### src/hw/rtl/assert_macros.svh
// Assertion macros for the RTL files that carry checks; only the top-level unit includes them.
`ifndef ASSERT_MACROS_SVH
`define ASSERT_MACROS_SVH
`ifndef NO_ASSERTIONS
`define AF_ASSERT(label, clk, rst_n, prop) \
    label: assert property (@(posedge clk) disable iff (!rst_n) prop) \
        else $error("assertion failed");
`define AF_ASSERT_RST(label, clk, prop) \
    label: assert property (@(posedge clk) prop) \
        else $error("assertion failed");
`else
`define AF_ASSERT(label, clk, rst_n, prop)
`define AF_ASSERT_RST(label, clk, prop)
`endif
`endif

### src/hw/rtl/afrf_pkg.sv
// Package with the shared types, constants and arctangent table of the force unit.
`timescale 1ns / 1ps
`default_nettype none
package afrf_pkg;
    localparam int XW = 43;
    localparam int ZW = 27;
    localparam int ATAN_LEN = 24;
    localparam int DEF_CORDIC_STEPS = 16;
    localparam logic signed [ZW-1:0] DEG180 = 27'sd11796480;
    localparam logic [15:0] INV_GAIN = 16'd39797;
    localparam logic signed [12:0] FORCE_LIM = 13'sd2560;
    localparam logic signed [16:0] TURN = 17'sd23040;
    localparam logic signed [16:0] HALF_TURN = 17'sd11520;
    localparam logic signed [16:0] QUARTER_TURN = 17'sd5760;
    localparam logic [15:0] GAIN_RESET = 16'd1280;

    typedef enum logic {
        REG_TEAM_SELECT = 1'b0,
        REG_GAIN        = 1'b1
    } t_reg_index;

    typedef struct packed {
        logic signed [XW-1:0] vx;
        logic signed [XW-1:0] vy;
        logic signed [ZW-1:0] vz;
        logic signed [XW-1:0] rx;
        logic signed [XW-1:0] ry;
        logic signed [ZW-1:0] rz;
        logic signed [15:0]   h;
        logic                 vzero;
    } t_work;

    function automatic logic signed [ZW-1:0] atan_entry(input int i);
        logic signed [ZW-1:0] v;
        unique case (i)
            0: v = 27'sd2949120;
            1: v = 27'sd1740967;
            2: v = 27'sd919879;
            3: v = 27'sd466945;
            4: v = 27'sd234379;
            5: v = 27'sd117304;
            6: v = 27'sd58666;
            7: v = 27'sd29335;
            8: v = 27'sd14668;
            9: v = 27'sd7334;
            10: v = 27'sd3667;
            11: v = 27'sd1833;
            12: v = 27'sd917;
            13: v = 27'sd458;
            14: v = 27'sd229;
            15: v = 27'sd115;
            16: v = 27'sd57;
            17: v = 27'sd29;
            18: v = 27'sd14;
            19: v = 27'sd7;
            20: v = 27'sd4;
            21: v = 27'sd2;
            22: v = 27'sd1;
            default: v = '0;
        endcase
        return v;
    endfunction
endpackage
`default_nettype wire

### src/hw/rtl/afrf_queue.sv
// Two-entry queue that decouples the front end from the back end.
`timescale 1ns / 1ps
`default_nettype none
module afrf_queue (
    input  wire logic             i_clk,
    input  wire logic             i_rst_n,
    input  wire logic             i_valid,
    output logic                  o_ready,
    input  wire afrf_pkg::t_work  i_work,
    output logic                  o_valid,
    input  wire logic             i_ready,
    output afrf_pkg::t_work       o_work
);
    import afrf_pkg::*;

    t_work       r_mem [0:1];
    logic        r_wp, r_rp;
    logic [1:0]  r_cnt;
    logic        push, pop;

    assign o_ready = (r_cnt != 2'd2);
    assign o_valid = (r_cnt != 2'd0);
    assign o_work  = r_mem[r_rp];
    assign push    = i_valid && o_ready;
    assign pop     = o_valid && i_ready;

    always_ff @(posedge i_clk) begin
        if (!i_rst_n) begin
            r_wp  <= 1'b0;
            r_rp  <= 1'b0;
            r_cnt <= 2'd0;
        end else begin
            if (push) begin
                r_wp <= !r_wp;
            end
            if (pop) begin
                r_rp <= !r_rp;
            end
            r_cnt <= r_cnt + {1'b0, push} - {1'b0, pop};
        end
        if (push) begin
            r_mem[r_wp] <= i_work;
        end
    end
endmodule
`default_nettype wire

### config.mk
export PLATFORM = sky130hd
export DESIGN_NAME = afrf_queue
export DESIGN_NICKNAME = d
export VERILOG_FILES = /design/src/hw/rtl/assert_macros.svh /design/src/hw/rtl/afrf_pkg.sv /design/src/hw/rtl/afrf_queue.sv
export SDC_FILE = /design/constraint.sdc
export NUM_CORES = 1
export LEC_CHECK = 0
export BUFFER_PORTS_ARGS = -buffer_cell sky130_fd_sc_hd__clkbuf_2
export CORE_MARGIN = 1
export CORE_UTILIZATION = 43
export DETAILED_ROUTE_END_ITERATION = 12
export PLACE_DENSITY = 0.78
export RECOVER_POWER = 100
export REMOVE_ABC_BUFFERS = 1
export SYNTH_ARGS = -nofsm -noshare
export SYNTH_HDL_FRONTEND = slang
export SYNTH_SLANG_ARGS = --single-unit
### constraint.sdc
create_clock -name i_clk -period 11.1 [get_ports i_clk]
set_clock_uncertainty 0.1 [all_clocks]
set_input_delay 2.775 -clock i_clk [delete_from_list [all_inputs] [get_ports i_clk]]
set_output_delay 2.775 -clock i_clk [all_outputs]
set_load 0.01 [all_outputs]
==> results_dict.tcl <==
set metrics [dict create \
    synthSimpleGateAreaFrac_pct 0.4737 \
    cts_tree "built" \
    irDropWorstVdd_uv 191.8 \
    relSlewSlack_pct -173.0 \
    rows 75 \
    grt_usage_pct 16.21 \
    htreeDepth 2 \
    synthXorXnorAreaFrac_pct 0.04737 \
    slew_violations 250 \
    grt_start_max_net_pins 130 \
    dieHeight_microns 209.4 \
    yosysSeqAreaShare_pct 79.47 \
    antenna_found_initial 2 \
    holdCritPathClass "flop to flop" \
    viasPerCell 4.880 \
    synth_top_family_by_area "multiplexers" \
    ant_nets 0 \
    place.gp.congestion 0.7624 \
    clk_root_buffer_cell "clkbuf_16" \
    cts_sinks 491 \
    fin_nets 1556 \
    grt_overflow 0 \
    drt_iter0_drc 620 \
    period_minus_slack_ns 7.168 \
    start_util_pct 43.88 \
    numPortBuffers 491 \
    setup_viol_count_final 0 \
    yosysWarnings 0 \
    synth_compound_area_share_pct 0.2369 \
    worstSkewPairLatency_ns 0.57 \
    busiest_layer "met2" \
    ios 492 \
    worst_slew_pin_slew_ns 4.096 \
    synth_mux_area_share_pct 18.25 \
    grt_pass1_wl_microns 54020 \
    power_density_nw_per_um2 217.0 \
    ys_ff_latch 491 \
    synth_area_sq_um 18490 \
    use_met2_pct 29.29 \
    ctsLongestPathBuffers 3 \
    drtPass1Iterations 4 \
    grt_pass1_vias 9820 \
    hpwl_microns 24750 \
    endpoint_kind "output port" \
    areaGrowthSynthToFinish_pct 19.39 \
    drive_gt1_share_pct 29.25 \
    coreArea_sq_um 42130 \
    path_max_fanout 58 \
    cts_buffers 49 \
    fmax_mhz 139.5 \
    met1_usage_pct 17.83 \
    postCtsHoldBufs 0 \
    startpoint_type "flop" \
    vias 9204 \
    place_area_sq_um 21440 \
    final_common_cell "edfxtp_1" \
    yosys.cell_types.count 25 \
    die-area_sq_um 43830 \
    postCtsSetupBuffers 0 \
    ctsResizeCount 0 \
    finalWirelength_microns 37220 \
    path_clk_slew_ns 0.06 \
    drcViolationCount 0 \
    violations "max-capacitance violations, max-slew violations" \
    status "finished, violations left" \
    synth_area_per_cell_sq_um 23.52 \
    drv_cap 4 \
    drt-wirelength-per-cell_microns 19.73 \
    crit_arrival_ns 4.29 \
    leakage_uw 0.007738 \
    required_ns 8.23 \
    period_share_pct 64.57 \
    synthAdderAreaFrac_pct 0.06767 \
    hold_viol_final 0 \
    num_antenna_cells 0 \
    layout_common_cells "edfxtp_1 (486), clkbuf_1 (252), clkbuf_2 (250), mux2_1 (175), mux2_2 (65)" \
    grtUsageMet3_pct 5.117 \
    rsz0062_at_grt "no" \
    crit_type "flop to output port" \
    design_area_sq_um 22070 \
    syn_inst 786 \
    fin_util_pct 52.39 \
    die_w_microns 209.4 \
]
[power breakdown]
group          switching (uW)  internal, uW  total [uW]  leakage [uW]
clock                     660           952        1610      0.000772
combinational             505           351         855       0.00238
sequential               62.1          2260        2320       0.00459
total                    1230          3560        4790       0.00774
[cells in the mapped netlist]
library cell | number | area (sq um)
nand3b_1 | 1 | 7.510
buf_2 | 7 | 35.03
inv_1 | 2 | 7.510
and2b_1 | 1 | 7.510
a21oi_1 | 1 | 5.000
o31a_1 | 1 | 8.760
o21ai_0 | 2 | 10.01
nand3_1 | 1 | 5.000
nand2b_1 | 1 | 6.260
xor2_1 | 1 | 8.760
edfxtp_1 | 486 | 14590
or2_2 | 1 | 6.260
and2_1 | 1 | 6.260
o21ba_2 | 1 | 10.01
buf_6 | 20 | 225.2
dfxtp_1 | 5 | 100.1
nor4bb_1 | 1 | 10.01
nor2_1 | 4 | 15.01
mux2_4 | 170 | 2552
nor3_1 | 1 | 5.000
mux2_2 | 73 | 822.0
nor4_1 | 1 | 6.260
a21bo_2 | 1 | 10.01
ha_1 | 1 | 12.51
and3_1 | 2 | 12.51
[registers in the layout, indices dropped and copies added, names as in the netlist, named ones only]
register	flops
r_mem	486
r_cnt	2
r_wp	1
r_rp	1
[metal layers]
| metal | up-vias | wire [microns] |
|---|---|---|
| met5 | - | 0 |
| met4 | 0 | 820 |
| met3 | 61 | 3059 |
| met2 | 378 | 19370 |
| met1 | 4571 | 13960 |
| li1 | 4194 | - |
[stage by stage]
step / std cells / hold slack, ns / total power, uW / setup WS [ns] / TNS (ns)
after CTS: 1886 / 0.4238 / 5040 / 5.059 / 0
after global routing: 1886 / 0.4585 / 4975 / 3.600 / 0
after floorplan: 759 / 0.3725 / 3266 / -0.7501 / -152.66
final: 1886 / 0.4196 / 4791 / 3.932 / 0
after global placement: 1796 / 0.3856 / 3393 / 5.356 / 0
after detailed placement: 1796 / 0.4057 / 3418 / 5.314 / 0
[cell type report]
| cell class | count | area, sq um |
|---|---|---|
| fillers | 3550 | 20060 |
| flip-flops and latches | 491 | 14690 |
| multi-input cells | 266 | 2900 |
| repair buffers | 498 | 2213 |
| clock buffers | 60 | 1310 |
| well taps | 539 | 674.4 |
| clock inverters | 30 | 267.8 |
| inverters | 2 | 15.01 |
[logic make-up (layout without fill, tap and decap cells)]
| family | Yosys count | in the layout |
|---|---|---|
| xor gates and xnor gates | 1 | 1 |
| adders and majority gates | 1 | 1 |
| DFF | 491 | 491 |
| and+or+nand+nor | 15 | 15 |
| buffers and inverters | 29 | 590 |
| muxes | 243 | 243 |
| AOI/OAI and AO/OA | 6 | 6 |
[worst paths after layout]
kind	from	endpoint	slack [ns]	depth (start not counted)
worst max-delay path	flop	o_work[235]	3.93	3
worst min-delay path	r_rp	flop	0.42	2
worst max register to register	r_cnt[0]	r_mem[0][217]	5.94	4
worst min register to register	r_rp	flop	0.42	2
[critical path, stage by stage, from the launching register on]
cell and delay, ns:
dfxtp_1 2.18, buf_4 0.88, mux2_1 0.44, clkbuf_2 0.15
Power figures use the tool's default switching activity.
