**src/hw/rtl/assert_macros.svh**
```systemverilog
// Assertion macros for the RTL files that carry checks; only the top-level unit includes them.
`ifndef ASSERT_MACROS_SVH
`define ASSERT_MACROS_SVH
`ifndef NO_ASSERTIONS
`define AF_ASSERT(label, clk, rst_n, prop) \
    label: assert property (@(posedge clk) disable iff (!rst_n) prop) \
        else $error("assertion failed");
`define AF_ASSERT_RST(label, clk, prop) \
    label: assert property (@(posedge clk) prop) \
        else $error("assertion failed");
`else
`define AF_ASSERT(label, clk, rst_n, prop)
`define AF_ASSERT_RST(label, clk, prop)
`endif
`endif

```
**src/hw/rtl/afrf_pkg.sv**
```systemverilog
// Package with the shared types, constants and arctangent table of the force unit.
`timescale 1ns / 1ps
`default_nettype none
package afrf_pkg;
    localparam int XW = 43;
    localparam int ZW = 27;
    localparam int ATAN_LEN = 24;
    localparam int DEF_CORDIC_STEPS = 16;
    localparam logic signed [ZW-1:0] DEG180 = 27'sd11796480;
    localparam logic [15:0] INV_GAIN = 16'd39797;
    localparam logic signed [12:0] FORCE_LIM = 13'sd2560;
    localparam logic signed [16:0] TURN = 17'sd23040;
    localparam logic signed [16:0] HALF_TURN = 17'sd11520;
    localparam logic signed [16:0] QUARTER_TURN = 17'sd5760;
    localparam logic [15:0] GAIN_RESET = 16'd1280;

    typedef enum logic {
        REG_TEAM_SELECT = 1'b0,
        REG_GAIN        = 1'b1
    } t_reg_index;

    typedef struct packed {
        logic signed [XW-1:0] vx;
        logic signed [XW-1:0] vy;
        logic signed [ZW-1:0] vz;
        logic signed [XW-1:0] rx;
        logic signed [XW-1:0] ry;
        logic signed [ZW-1:0] rz;
        logic signed [15:0]   h;
        logic                 vzero;
    } t_work;

    function automatic logic signed [ZW-1:0] atan_entry(input int i);
        logic signed [ZW-1:0] v;
        unique case (i)
            0: v = 27'sd2949120;
            1: v = 27'sd1740967;
            2: v = 27'sd919879;
            3: v = 27'sd466945;
            4: v = 27'sd234379;
            5: v = 27'sd117304;
            6: v = 27'sd58666;
            7: v = 27'sd29335;
            8: v = 27'sd14668;
            9: v = 27'sd7334;
            10: v = 27'sd3667;
            11: v = 27'sd1833;
            12: v = 27'sd917;
            13: v = 27'sd458;
            14: v = 27'sd229;
            15: v = 27'sd115;
            16: v = 27'sd57;
            17: v = 27'sd29;
            18: v = 27'sd14;
            19: v = 27'sd7;
            20: v = 27'sd4;
            21: v = 27'sd2;
            22: v = 27'sd1;
            default: v = '0;
        endcase
        return v;
    endfunction
endpackage
`default_nettype wire

```
**src/hw/rtl/afrf_front.sv**
```systemverilog
// Front end: accepts a word, selects the pose, forms the deltas and prepares both rotations.
`timescale 1ns / 1ps
`default_nettype none
module afrf_front (
    input  wire logic                  i_clk,
    input  wire logic                  i_rst_n,
    input  wire logic                  i_valid,
    output logic                       o_ready,
    input  wire logic                  i_team,
    input  wire logic signed [31:0]    i_green_x,
    input  wire logic signed [31:0]    i_green_y,
    input  wire logic signed [15:0]    i_green_heading,
    input  wire logic signed [31:0]    i_orange_x,
    input  wire logic signed [31:0]    i_orange_y,
    input  wire logic signed [15:0]    i_orange_heading,
    input  wire logic signed [31:0]    i_target_x,
    input  wire logic signed [31:0]    i_target_y,
    output logic                       o_valid,
    input  wire logic                  i_ready,
    output afrf_pkg::t_work            o_work
);
    import afrf_pkg::*;

    logic                 r_valid;
    t_work                r_work;
    t_work                n_work;
    logic signed [31:0]   px, py;
    logic signed [15:0]   ph;
    logic signed [32:0]   dx33, dy33;
    logic signed [XW-1:0] dx, dy;
    logic signed [16:0]   na, nb;
    logic                 flip;

    always_comb begin
        px = i_team ? i_orange_x : i_green_x;
        py = i_team ? i_orange_y : i_green_y;
        ph = i_team ? i_orange_heading : i_green_heading;
        dx33 = {i_target_x[31], i_target_x} - {px[31], px};
        dy33 = {i_target_y[31], i_target_y} - {py[31], py};
        dx = {{(XW-41){dx33[32]}}, dx33, 8'b0};
        dy = {{(XW-41){dy33[32]}}, dy33, 8'b0};
        na = -{ph[15], ph};
        if (na > HALF_TURN) begin
            na = na - TURN;
        end else if (na <= -HALF_TURN) begin
            na = na + TURN;
        end
        flip = 1'b0;
        nb = na;
        if (na > QUARTER_TURN) begin
            flip = 1'b1;
            nb = na - HALF_TURN;
        end else if (na < -QUARTER_TURN) begin
            flip = 1'b1;
            nb = na + HALF_TURN;
        end
        n_work.h = ph;
        n_work.vzero = (dx == '0) && (dy == '0);
        if (dx < 0) begin
            n_work.vx = -dx;
            n_work.vy = -dy;
            n_work.vz = (dy >= 0) ? DEG180 : -DEG180;
        end else begin
            n_work.vx = dx;
            n_work.vy = dy;
            n_work.vz = '0;
        end
        n_work.rx = flip ? -dx : dx;
        n_work.ry = flip ? -dy : dy;
        n_work.rz = ZW'($signed({nb, 10'b0}));
    end

    assign o_ready = !r_valid || i_ready;
    assign o_valid = r_valid;
    assign o_work  = r_work;

    always_ff @(posedge i_clk) begin
        if (!i_rst_n) begin
            r_valid <= 1'b0;
        end else if (o_ready) begin
            r_valid <= i_valid;
        end
        if (o_ready && i_valid) begin
            r_work <= n_work;
        end
    end
endmodule
`default_nettype wire

```
**config.mk**
```make
export PLATFORM = sky130hd
export DESIGN_NAME = afrf_front
export DESIGN_NICKNAME = d
export VERILOG_FILES = /design/src/hw/rtl/assert_macros.svh /design/src/hw/rtl/afrf_pkg.sv /design/src/hw/rtl/afrf_front.sv
export SDC_FILE = /design/constraint.sdc
export NUM_CORES = 1
export LEC_CHECK = 0
export BUFFER_PORTS_ARGS = -buffer_cell sky130_fd_sc_hd__buf_4
export CAP_MARGIN = 20
export CORE_MARGIN = 2
export CORE_UTILIZATION = 40
export DETAILED_ROUTE_END_ITERATION = 6
export PLACE_DENSITY = 0.66
export RECOVER_POWER = 25
export REMOVE_ABC_BUFFERS = 1
export SYNTH_ARGS = -nofsm -noshare
export SYNTH_HDL_FRONTEND = slang
export SYNTH_SLANG_ARGS = --single-unit
```
**constraint.sdc**
```tcl
create_clock -name i_clk -period 17.35 [get_ports i_clk]
set_input_delay 1.735 -clock i_clk [delete_from_list [all_inputs] [get_ports i_clk]]
set_output_delay 1.735 -clock i_clk [all_outputs]
set_load 0.03 [all_outputs]
```
==> summary.md <==
| Metric | Value |
|---|---|
| GRT Total Usage | `0.2359` |
| Critical path launch point type | `input pin` |
| Fin Hold WS | `~550 ps` |
| Hold Fails Final Rpt | `0` |
| Post-route cell area | `17740 µm²` |
| Initial core utilization | `0.4033` |
| R2r endpoint | `o_work[84]` |
| Fin Clk Skew | `14.27 ps` |
| CTS tree | `yes` |
| Hold Crit Class | `register to register` |
| Clk slew on worst S/H paths | `80 ps` |
| Post-Synth XOR/XNOR Area | `0.1149` |
| Clock root buffer | `clkbuf_16` |
| Io pins | `474` |
| DP Wirelength | `35740 µm` |
| Post-synth EDFFs | `174` |
| Synth-to-layout area growth | `24.59%` |
| Synth async-reset ratio | `0` |
| First-pass DRT Iterations | `6` |
| Final period utilization | `0.4708` |
| Port bufs | `413` |
| Max frequency | `0.1224 GHz` |
| Number of synthesized register bits | `approximately 180` |
| Post-Syn Area | `14240 µm²` |
| Crit path max fanout | `52` |
| Largest net degree at the start of global routing | `72` |
| HP Start | `o_valid` |
| CP max stage cell | `a2111oi_2` |
| Share of cells above drive strength 1 | `0.2066` |
| Syn Area/Cell | `between 9 and 10 µm²` |
| TritonCTS Buffers | `17` |
| Unrepaired setup endpoints after global routing | `no` |
| Fillers | `3385` |
| Post_cts resized | `0` |
| Cell Chain, Critical Path | `buf_4 -> buf_4 -> mux2_2 -> inv_1 -> ha_1 -> and2_1 -> and3_1 -> xnor2_1 -> inv_1 -> ha_1 -> a31oi_1 -> nor4_1 -> o21ai_1 -> a21oi_1 -> or3_1 -> a2111o_1 -> a2111oi_2 -> or2_2 -> buf_4 -> nor2_1 -> xor2_1` |
| Iter 0 DRT Violations | `roughly 760` |
| Multi-input gate area | `8343 µm²` |
| Core area | `35310 µm²` |
| Post-DRT Antenna Nets | `0` |
| Longest Clk Path Bufs | `2` |
| Worst path arrival time | `8350 ps` |
| Clk sinks | `175` |
| Hold buffer count at CTS | `0` |
| Worst-Skew Late Latency | `450 ps` |
| Hold Path Stages | `2` |
| Violated checks | `max-capacitance violations, max-slew violations` |
| Status | `finished, violations left` |
| Worst Hold End | `o_valid` |
| Seq/Total Area, Yosys | `0.3683` |
| Crit path required time | `17530 ps` |
| Placed cell area | `17520 µm²` |
| Top delay family on crit path | `buffers and inverters` |
| FF/Latch Area | `5245 µm²` |
| Peak supply drop | `0.00005631 V` |
| Most used DFF post-synth | `edfxtp_1` |
| Initial antenna violation count | `3` |
| Tmin final | `8168 ps` |
| DR vias/cell | `5.333` |
| Row cnt | `roughly 70` |
| Adder-cell share of the synthesized area | `0.06959` |
| Kind of critical path | `input pin to register` |
| Multiplexer share of the synthesized area | `0.06115` |
| Final core occ | `0.5025` |
| Vias in the first global route | `about 12000` |
| Final-report max-slew violation count | `35` |
| Residual DRC count | `0` |
| H-tree lvl count | `4` |
| YS warnings | `0` |
| Die ar. | `around 37000 µm²` |
| GR Overflow Total | `0` |
| Die span in x | `192.7 µm` |
| Simple-gate share of the synthesized area | `0.1753` |
| Most frequent cell on the critical path | `buf_4` |
| Via count | `12590` |
| Max incr delay on CP | `between 600 and 700 ps` |
| Post-synth cell types | `85` |
| Largest cells by area after synthesis | `edfxtp_1, ha_1, xnor2_1` |
| Cell accounting for the most synthesized area | `edfxtp_1` |
| Endpoint type of the worst setup path | `register` |
| Relative slew margins | `-0.6022` |
| Worst setup margin | `9182 ps` |
| Final setup viols | `0` |
| Reg2Reg Setup Slack | `roughly 14000 ps` |
| Share of the synthesized area in the top cell type | `0.3669` |
| WP buf/inv | `5` |
| Syn Inst Count | `1496` |
| Reg2reg path depth | `3` |
| Critical R2R Launch | `o_valid` |
| Post-Route WL | `45120 µm` |
| PwrDens | `approximately 110 nW/µm²` |
| RD Place Congestion | `0.9267` |
| Slew @ Worst Pin | `roughly 2400 ps` |
| Setup TNS Final | `0 ps` |
| First-pass GRT wire length | `67210 µm` |
| Leak | `around 7.6 nW` |
| Synth Area in Compound Gates | `0.1468` |
| Largest family of logic cells by synthesized area | `simple AND/OR/NAND/NOR gates` |
| Die height | `192.7 µm` |
| Place WS | `just under 9000 ps` |
| # Max-Cap Violations | `1` |
| Nets@finish | `~2200` |
| Drt wl/cell | `roughly 19 µm` |
| Setup bufs post-CTS | `0` |
tightest hold or removal path, delay by kind of cell, from the launching register on:
kind,cells,cell delay (ps)
AOI/OAI and AO/OA,1,90
DFF,1,320
and+or+nand+nor,1,100
power breakdown:
group | switching (mW) | total (mW) | internal, mW
sequential | 0.0353 | 0.641 | 0.606
combinational | 0.590 | 0.897 | 0.307
clock | 0.195 | 0.387 | 0.191
layer usage:
| layer | routed length [µm] | track usage | share of wire | vias to the layer above |
|---|---|---|---|---|
| met4 | 865 | 0.06900 | 0.019 | 0 |
| met2 | 22550 | 0.4278 | 0.50 | 453 |
| met1 | 18930 | 0.2878 | 0.42 | 5956 |
| li1 | - | - | - | 6134 |
| met3 | 2774 | 0.03510 | 0.061 | 43 |
| met5 | 0 | 0 | 0 | - |
worst max-delay path by stage:
stage,start,end,slack [ps],cells past startpoint
floorplan,i_team,o_work[240],9270,16
finish,i_team,o_work[99],9180,21
CTS,i_team,o_work[84],9230,20
global placement,i_team,o_work[62],8790,21
detailed placement,i_team,o_work[84],8790,20
global route,i_team,o_work[84],8650,20
flip-flops by register name (all words and copies together), names as in the netlist:
register,count
o_work,174
o_valid,1
cells in the mapped netlist (all sizes together), types with 28 or more instances:
cell type / instances
edfxtp: 174
nor2: 160
nand2: 101
xnor2: 95
xor2: 91
buf: 87
mux2i: 78
ha: 76
a21oi: 71
o21ai: 52
inv: 48
nor3: 39
a21o: 37
clkbuf: 28
area by class of cell:
cell class                      instances  area share
Clock inverter                         15    0.007969
Clock buffer                           17     0.02398
Sequential cell                       175      0.2956
Tap cell                              461     0.03251
Timing Repair Buffer                  423      0.1588
Antenna cell                            2   0.0002821
Multi-Input combinational cell       1217      0.4702
Inverter                               50     0.01058
cells in the final DEF, fill, tap and decap left out, drive strengths merged, types with 10 or more instances in the layout:
cell	netlist	final
nand2b	12	12
nand4	18	18
nor4	18	18
nand3	19	19
conb	1	62
o21a	21	21
o211ai	11	11
inv	48	58
nor3b	10	10
nor2b	16	16
nor2	160	160
and3	19	19
or3	10	10
a21o	37	37
nand2	101	101
buf	87	321
or2	13	13
a31oi	18	18
o21ai	52	52
mux2i	78	78
a21oi	71	71
a211oi	12	12
xor2	91	91
nor3	39	39
and2	24	24
ha	76	76
edfxtp	174	174
clkbuf	28	119
xnor2	95	95
metrics by stage:
step / power (mW) / cells
2_1_floorplan: 1.258 / 1442
3_3_place_gp: 1.573 / 2324
3_5_place_dp: 1.585 / 2324
4_1_cts: 1.970 / 2356
5_1_grt: 2.027 / 2360
6_report: 1.925 / 2360
kinds of logic (layout without fill, tap and decap cells):
logic type	count (synthesis)	count (layout)
AOI/OAI and AO/OA	308	308
xor gates and xnor gates	186	186
adders and majority gates	78	78
buffers and inverters	165	505
DFF	175	175
muxes	86	86
other	1	64
and+or+nand+nor	497	497
No activity file was read; power rests on OpenSTA's default activity.
